--- config.mk ---
export PLATFORM = sky130hd
export DESIGN_NAME = stable_priority_queue_top
export DESIGN_NICKNAME = d
export VERILOG_FILES = /design/src/sv/spq_pkg.sv /design/src/sv/spq_ctrl.sv /design/src/sv/spq_datapath.sv /design/src/sv/stable_priority_queue_top.sv
export SDC_FILE = /design/constraint.sdc
export NUM_CORES = 2
export LEC_CHECK = 0
export BUFFER_PORTS_ARGS = -buffer_cell sky130_fd_sc_hd__buf_2
export CORE_MARGIN = 2
export CORE_UTILIZATION = 68
export DETAILED_ROUTE_END_ITERATION = 7
export MAX_ROUTING_LAYER = met4
export PLACE_DENSITY = 0.86
export SYNTH_ARGS = -nofsm -noshare
export SYNTH_HDL_FRONTEND = slang
export SYNTH_SLANG_ARGS = --single-unit
--- constraint.sdc ---
create_clock -name clk -period 15.5 [get_ports clk]
set_input_delay 2.325 -clock clk [delete_from_list [all_inputs] [get_ports clk]]
set_output_delay 2.325 -clock clk [all_outputs]
set_load 0.03 [all_outputs]
--- src/sv/spq_pkg.sv ---
// Shared types and constants of the stable priority queue.
// No dependencies; imported by every module of the block.
package spq_pkg;

	localparam int DEFAULT_DEPTH = 16;
	localparam int PRI_W         = 4;
	localparam int CID_W         = 32;
	localparam int CNT_W         = 16;
	localparam int OCC_W         = 5;

	typedef enum logic [1:0] {
		ST_INSERTED = 2'd0,
		ST_REMOVED  = 2'd1,
		ST_EMPTY    = 2'd2,
		ST_FULL     = 2'd3
	} status_t;

	typedef enum logic {
		ACT_INSERT = 1'b0,
		ACT_REMOVE = 1'b1
	} action_t;

	typedef struct packed {
		action_t            action;
		logic [PRI_W-1:0]   new_priority;
		logic [CID_W-1:0]   new_client_id;
		logic [CNT_W-1:0]   new_item_count;
	} req_t;

	typedef struct packed {
		status_t            status;
		logic [PRI_W-1:0]   head_priority;
		logic [CID_W-1:0]   head_client_id;
		logic [CNT_W-1:0]   head_item_count;
		logic [OCC_W-1:0]   occupancy;
	} rsp_t;

	// controller to datapath
	typedef struct packed {
		logic    capture;
		logic    insert;
		logic    remove;
		logic    emit;
		status_t rsp_status;
	} cmd_t;

	// datapath to controller
	typedef struct packed {
		logic is_remove;
		logic full;
		logic empty;
	} stat_t;

endpackage

--- src/sv/spq_ctrl.sv ---
// Controller of the stable priority queue: request sequencing and output valid.
// Depends on spq_pkg; drives spq_datapath through cmd_t, reads stat_t.
module spq_ctrl import spq_pkg::*; (
	input  logic  clk,
	input  logic  arst_n,
	input  logic  in_valid,
	output logic  in_stall,
	output logic  out_valid,
	input  logic  out_stall,
	input  stat_t stat,
	output cmd_t  cmd
);

	typedef enum logic [1:0] {
		S_IDLE = 2'b01,
		S_EXEC = 2'b10
	} state_t;

	state_t state_q, state_d;
	logic   out_valid_q;
	logic   out_free;

	assign out_free  = !out_valid_q || !out_stall;
	assign in_stall  = (state_q != S_IDLE);
	assign out_valid = out_valid_q;

	always_comb begin
		state_d        = state_q;
		cmd            = '0;
		cmd.rsp_status = ST_INSERTED;
		case (state_q)
			S_IDLE: begin
				if (in_valid) begin
					cmd.capture = 1'b1;
					state_d     = S_EXEC;
				end
			end
			S_EXEC: begin
				// hold the request until the result register is free
				if (out_free) begin
					cmd.emit = 1'b1;
					state_d  = S_IDLE;
					if (!stat.is_remove) begin
						if (stat.full) begin
							cmd.rsp_status = ST_FULL;
						end else begin
							cmd.insert     = 1'b1;
							cmd.rsp_status = ST_INSERTED;
						end
					end else begin
						if (stat.empty) begin
							cmd.rsp_status = ST_EMPTY;
						end else begin
							cmd.remove     = 1'b1;
							cmd.rsp_status = ST_REMOVED;
						end
					end
				end
			end
			default: begin
				state_d = S_IDLE;
			end
		endcase
	end

	always_ff @(posedge clk or negedge arst_n) begin
		if (!arst_n) begin
			state_q     <= S_IDLE;
			out_valid_q <= 1'b0;
		end else begin
			state_q <= state_d;
			if (cmd.emit) begin
				out_valid_q <= 1'b1;
			end else if (!out_stall) begin
				out_valid_q <= 1'b0;
			end
		end
	end

endmodule

--- src/sv/spq_datapath.sv ---
// Datapath of the stable priority queue: sorted row of entry cells,
// fill count, request register and result register. Depends on spq_pkg.
module spq_datapath import spq_pkg::*; #(
	parameter int DEPTH = DEFAULT_DEPTH
) (
	input  logic  clk,
	input  logic  arst_n,
	input  req_t  in_data,
	input  cmd_t  cmd,
	output stat_t stat,
	output rsp_t  out_data
);

	localparam int CW = $clog2(DEPTH + 1);

	logic [PRI_W-1:0] pri_q [DEPTH];
	logic [CID_W-1:0] cid_q [DEPTH];
	logic [CNT_W-1:0] cnt_q [DEPTH];
	logic [CW-1:0]    count_q;
	logic [CW-1:0]    count_d;
	req_t             req_q;
	rsp_t             rsp_q;
	rsp_t             rsp_d;
	logic [DEPTH-1:0] held;
	logic [DEPTH-1:0] le;

	assign stat.is_remove = (req_q.action == ACT_REMOVE);
	assign stat.full      = (count_q == CW'(DEPTH));
	assign stat.empty     = (count_q == '0);

	always_ff @(posedge clk) begin
		if (cmd.capture) begin
			req_q <= in_data;
		end
	end

	// each cell: held entry with priority not above the new one stays in front
	for (genvar g = 0; g < DEPTH; g++) begin : g_cell
		assign held[g] = (count_q > CW'(g));
		assign le[g]   = held[g] && (pri_q[g] <= req_q.new_priority);

		if (g == 0) begin : g_first
			always_ff @(posedge clk) begin
				if (cmd.insert) begin
					if (!le[0]) begin
						pri_q[0] <= req_q.new_priority;
						cid_q[0] <= req_q.new_client_id;
						cnt_q[0] <= req_q.new_item_count;
					end
				end else if (cmd.remove && DEPTH > 1) begin
					pri_q[0] <= pri_q[1];
					cid_q[0] <= cid_q[1];
					cnt_q[0] <= cnt_q[1];
				end
			end
		end else begin : g_rest
			always_ff @(posedge clk) begin
				if (cmd.insert) begin
					if (!le[g] && le[g-1]) begin
						pri_q[g] <= req_q.new_priority;
						cid_q[g] <= req_q.new_client_id;
						cnt_q[g] <= req_q.new_item_count;
					end else if (held[g-1] && !le[g-1]) begin
						// advance: the entry in front moves back one slot
						pri_q[g] <= pri_q[g-1];
						cid_q[g] <= cid_q[g-1];
						cnt_q[g] <= cnt_q[g-1];
					end
				end else if (cmd.remove) begin
					if (g < DEPTH - 1) begin
						pri_q[g] <= pri_q[(g < DEPTH - 1) ? g + 1 : g];
						cid_q[g] <= cid_q[(g < DEPTH - 1) ? g + 1 : g];
						cnt_q[g] <= cnt_q[(g < DEPTH - 1) ? g + 1 : g];
					end
				end
			end
		end
	end

	always_comb begin
		count_d = count_q;
		if (cmd.insert) begin
			count_d = count_q + CW'(1);
		end else if (cmd.remove) begin
			count_d = count_q - CW'(1);
		end
	end

	always_comb begin
		rsp_d.status          = cmd.rsp_status;
		rsp_d.head_priority   = pri_q[0];
		rsp_d.head_client_id  = cid_q[0];
		rsp_d.head_item_count = cnt_q[0];
		rsp_d.occupancy       = OCC_W'(count_d);
		case (cmd.rsp_status)
			ST_INSERTED: begin
				if (!le[0]) begin
					rsp_d.head_priority   = req_q.new_priority;
					rsp_d.head_client_id  = req_q.new_client_id;
					rsp_d.head_item_count = req_q.new_item_count;
				end
			end
			ST_EMPTY: begin
				rsp_d.head_priority   = '0;
				rsp_d.head_client_id  = '0;
				rsp_d.head_item_count = '0;
			end
			default: begin
			end
		endcase
	end

	always_ff @(posedge clk or negedge arst_n) begin
		if (!arst_n) begin
			count_q <= '0;
		end else begin
			count_q <= count_d;
		end
	end

	always_ff @(posedge clk) begin
		if (cmd.emit) begin
			rsp_q <= rsp_d;
		end
	end

	assign out_data = rsp_q;

endmodule

--- src/sv/stable_priority_queue_top.sv ---
// Stable priority queue: up to QUEUE_DEPTH entries kept sorted by priority, smaller value
// first, equal priorities in arrival order. A request is accepted when the block is idle and
// executes in the execute state that follows; no new request is accepted until the last one has
// executed. The result is registered and may wait for the consumer while the next request is
// accepted; execution holds only while an older result is still stalled. Inserts into a full
// queue are dropped with status full.
// Depends on spq_pkg, spq_ctrl and spq_datapath.
module stable_priority_queue_top import spq_pkg::*; #(
	parameter int QUEUE_DEPTH = DEFAULT_DEPTH
) (
	input  logic clk,
	input  logic arst_n,
	input  logic in_valid,
	output logic in_stall,
	input  req_t in_data,
	output logic out_valid,
	input  logic out_stall,
	output rsp_t out_data
);

	cmd_t  cmd;
	stat_t stat;

	spq_ctrl u_ctrl (
		.clk       (clk),
		.arst_n    (arst_n),
		.in_valid  (in_valid),
		.in_stall  (in_stall),
		.out_valid (out_valid),
		.out_stall (out_stall),
		.stat      (stat),
		.cmd       (cmd)
	);

	spq_datapath #(
		.DEPTH (QUEUE_DEPTH)
	) u_datapath (
		.clk      (clk),
		.arst_n   (arst_n),
		.in_data  (in_data),
		.cmd      (cmd),
		.stat     (stat),
		.out_data (out_data)
	);

endmodule

==> flow_summary.toml <==
[run_status]
outcome = "completed"

[synth]
synth-main-ff-cell = "edfxtp_1"
synthesis.area_um2 = 45700
synth.distinct_cells = 57
syn_area_per_cell_um2 = 11.41
ys_async_sr_fraction_pct = 0.8403
ys_seq_area_share_pct = 62.47
syn_nets = 4133
ys_ff_latch = 952
yosysWarnings = 0
syn_inst = 4006
synth_edf_count = 944

[die]
die_h_um = 263.2
row_count = 95
die_area_um2 = 69300
die_x_um = 263.2
initial_core_util_pct = 68.41
core_um2 = 66800
pin_count = 118

[clock_tree]
cts_resized = 0
cts_root_buf = "clkbuf_16"
cts_sinks = 952
ctsHtreeMaxLevel = 3
insertion_delay_ps = 700
clock_path_buffers = 3
postCtsSetupRepairBufs = 0
cts_tree = "built"
cts_inserted_buffers = 96
path_clk_slew_ps = 60
cts_hold_buf = 0

[global_route]
antenna_found_initial = 3
grt_pass1_vias = 36060
grt-ovfl-total = 0
grt_usage_pct = 40.99
grt_max_degree = 220
grt_pass1_wl_mm = 210.6

[sta]
finClkSkew_ps = 37.77
rsz0062_at_grt = "no"
fin_setup_tns_ps = 0
drv_slew = 0
fmax_ghz = 0.1545
final.min_clock_period_ps = 6471
relSlewSlack_pct = 7.829
period_share_pct = 41.75
setup_viol = 0
tightest_slew_ps = 1379
hold_violations = 0

[layout]
final_util_pct = 74.34
area_delta_synth_final_pct = 8.671
drive_gt1_share_pct = 10.86
stdcell_area_um2 = 49660
finalNetCount = 4046

[power_and_ir_drop]
total_power_mw = 6.313
p_per_area_nw_per_um2 = 127.1
power_leakage_nw = 14.83
ir_worst_vdd_uv = 96.69

[placed_design]
post_dp_cell_area_um2 = 46560
globalplace.congestion = 0.8890
dp_hpwl_mm = 74.17
portBuffers = 117

[critical_path]
endpoint = "u_datapath.cid_q[1][3]$_DFFE_PP_"
arrival_ps = 6960
required_ps = 15980
crit_start = "out_stall"
crit_type = "in2reg"
r2r_start = "u_datapath.count_q[0]$_DFF_PN0_"
ff2ff_path_depth = 9
startpoint_type = "input port"
crit_fanout = 219
r2r_slack_ps = 9960
r2r_end = "u_datapath.cid_q[1][3]$_DFFE_PP_"
end_kind = "register"

[detailed_routing]
wire_per_inst_um = 28.65
drc = 0
via_count = 36800
postRouteAntennaNets = 0
viasPerCell = 7.549
wirelength_mm = 139.7
first_pass_iters = 6
drtIter0Drc = 6725

[run]
max_cap_viol_count = 0

[min_path]
holdCritPathClass = "reg2reg"
==> layer usage <==
| metal | global-route usage (%) | share of wire [%] | vias to the layer above |
|---|---|---|---|
| met3 | 10.69 | 16 | 741 |
| met5 | - | 0 | - |
| met4 | 24.03 | 6.2 | 0 |
| met2 | 59.24 | 44 | 3710 |
| li1 | - | - | 15010 |
| met1 | 52.78 | 34 | 17350 |
==> worst max-delay path, stage by stage <==
cell and delay [ps]:
buf_2 110, and2_1 190, a2111oi_4 320, buf_4 730, buf_4 880, buf_12 730
buf_4 990, nand2_1 190, o211ai_1 160
==> layout by cell type (no fill, tap or decap), types with 5 or more instances in the layout <==
master,synthesis,final
o21a_1,10,10
a21oi_1,32,25
edfxtp_1,944,944
nand3_1,427,424
dfrtp_1,7,7
nor2b_1,12,12
a21oi_4,0,9
mux2_2,52,52
clkbuf_16,0,99
inv_1,32,31
clkinv_1,0,22
a21o_1,7,6
nand2_2,1,7
bufinv_16,0,8
o22ai_1,53,53
and4_1,9,8
o31ai_1,8,5
buf_4,18,69
o221ai_1,14,14
a211oi_1,7,7
o211ai_1,671,671
nand2_1,1085,1079
buf_2,169,117
o21ai_0,7,6
and2_2,0,6
nand2b_1,5,5
ha_1,70,70
nor2_1,11,8
clkinv_2,0,18
clkbuf_1,169,20
nand4_1,7,7
a22o_1,53,53
nor2_4,0,6
a2bb2oi_1,52,51
==> cell usage after synthesis, drive strengths merged, types with 2 or more instances <==
library cell  number  share of area (%)
nor3               3              0.068
a31o               2              0.038
o31a               2              0.038
a221oi             3              0.071
dfrtp              7               0.38
o22ai             53               0.73
mux2              52                1.3
nand2           1086                8.9
o311ai             2              0.038
and4b              5               0.11
inv               32               0.26
o31ai              8               0.13
nor2b             12               0.16
a22o              53                1.0
a21o               7               0.11
buf              202                2.3
edfxtp           944                 62
o21a              10               0.16
nor2              15               0.15
a21oi             34               0.39
a21boi             3              0.058
nand3            427                4.7
a211oi             7               0.11
nand4              8               0.12
and2              11               0.15
o211ai           671                 11
nand2b             5              0.068
o21ai              8              0.088
or3                3              0.041
clkbuf           170                1.4
a2111oi            3               0.18
xnor2              4              0.077
and4               9               0.17
o221ai            14               0.27
ha                70                1.9
and3               3              0.041
a2bb2oi           52                1.0
==> per-stage QoR <==
stage	hold WS (ps)	setup slack [ps]	std cells
after floorplan	509.3	7691	4006
after global placement	514.1	8682	4694
after detailed placement	520.3	8584	4694
after CTS	532.2	9263	4871
after global routing	568.9	8853	4874
final	536.5	9029	4875
==> area by class of cell <==
class                           count  area (µm²)
Sequential cell                   952       28550
Tap cell                          873        1092
Inverter                           32       121.4
Clock buffer                      121        2580
Antenna cell                        4       10.01
Clock inverter                     56       514.2
Timing Repair Buffer              187        1124
Fill cell                        4300       17140
Multi-Input combinational cell   2650       15670
==> kinds of logic (layout without fill, tap and decap cells) <==
logic type | count (synthesis) | count (layout) | synth area share (%)
adders and majority gates | 70 | 70 | 1.916
DFF | 952 | 952 | 62.47
AOI/OAI and AO/OA | 934 | 934 | 15.49
buffers and inverters | 404 | 396 | 3.948
muxes | 53 | 53 | 1.303
and+or+nand+nor | 1589 | 1589 | 14.79
other | 0 | 4 | 0
xor gates and xnor gates | 4 | 4 | 0.07665
==> power by group <==
group	internal, mW	switching, mW
Combinational	0.234	0.578
Sequential	3.05	0.101
Clock	1.32	1.03
Total	4.60	1.71
==> sequential cells by signal, summed over array words and instances, names as in the netlist <==
signal               count
u_ctrl.state_q           2
u_datapath.cid_q       512
u_datapath.pri_q        64
u_datapath.count_q       5
u_datapath.cnt_q       256
u_ctrl.out_valid         1
u_datapath.req_q        52
u_datapath.out_data     59
u_datapath.stat          1
==> worst min path at each step <==
stage,slack [ps],start,end,cells past startpoint
floorplan,510,u_datapath.cid_q[1][0]$_DFFE_PP_,u_datapath.cid_q[0][0]$_DFFE_PP_,2
global route,570,u_datapath.cid_q[15][12]$_DFFE_PP_,u_datapath.cid_q[14][12]$_DFFE_PP_,2
detailed placement,520,u_datapath.cnt_q[1][11]$_DFFE_PP_,u_datapath.cnt_q[0][11]$_DFFE_PP_,2
global placement,510,u_datapath.cid_q[1][20]$_DFFE_PP_,u_datapath.cid_q[0][20]$_DFFE_PP_,2
CTS,530,u_datapath.cid_q[1][3]$_DFFE_PP_,u_datapath.cid_q[0][3]$_DFFE_PP_,2
finish,540,u_datapath.cid_q[1][3]$_DFFE_PP_,u_datapath.cid_q[0][3]$_DFFE_PP_,2
Note: power is estimated with default switching activity, not from simulation.
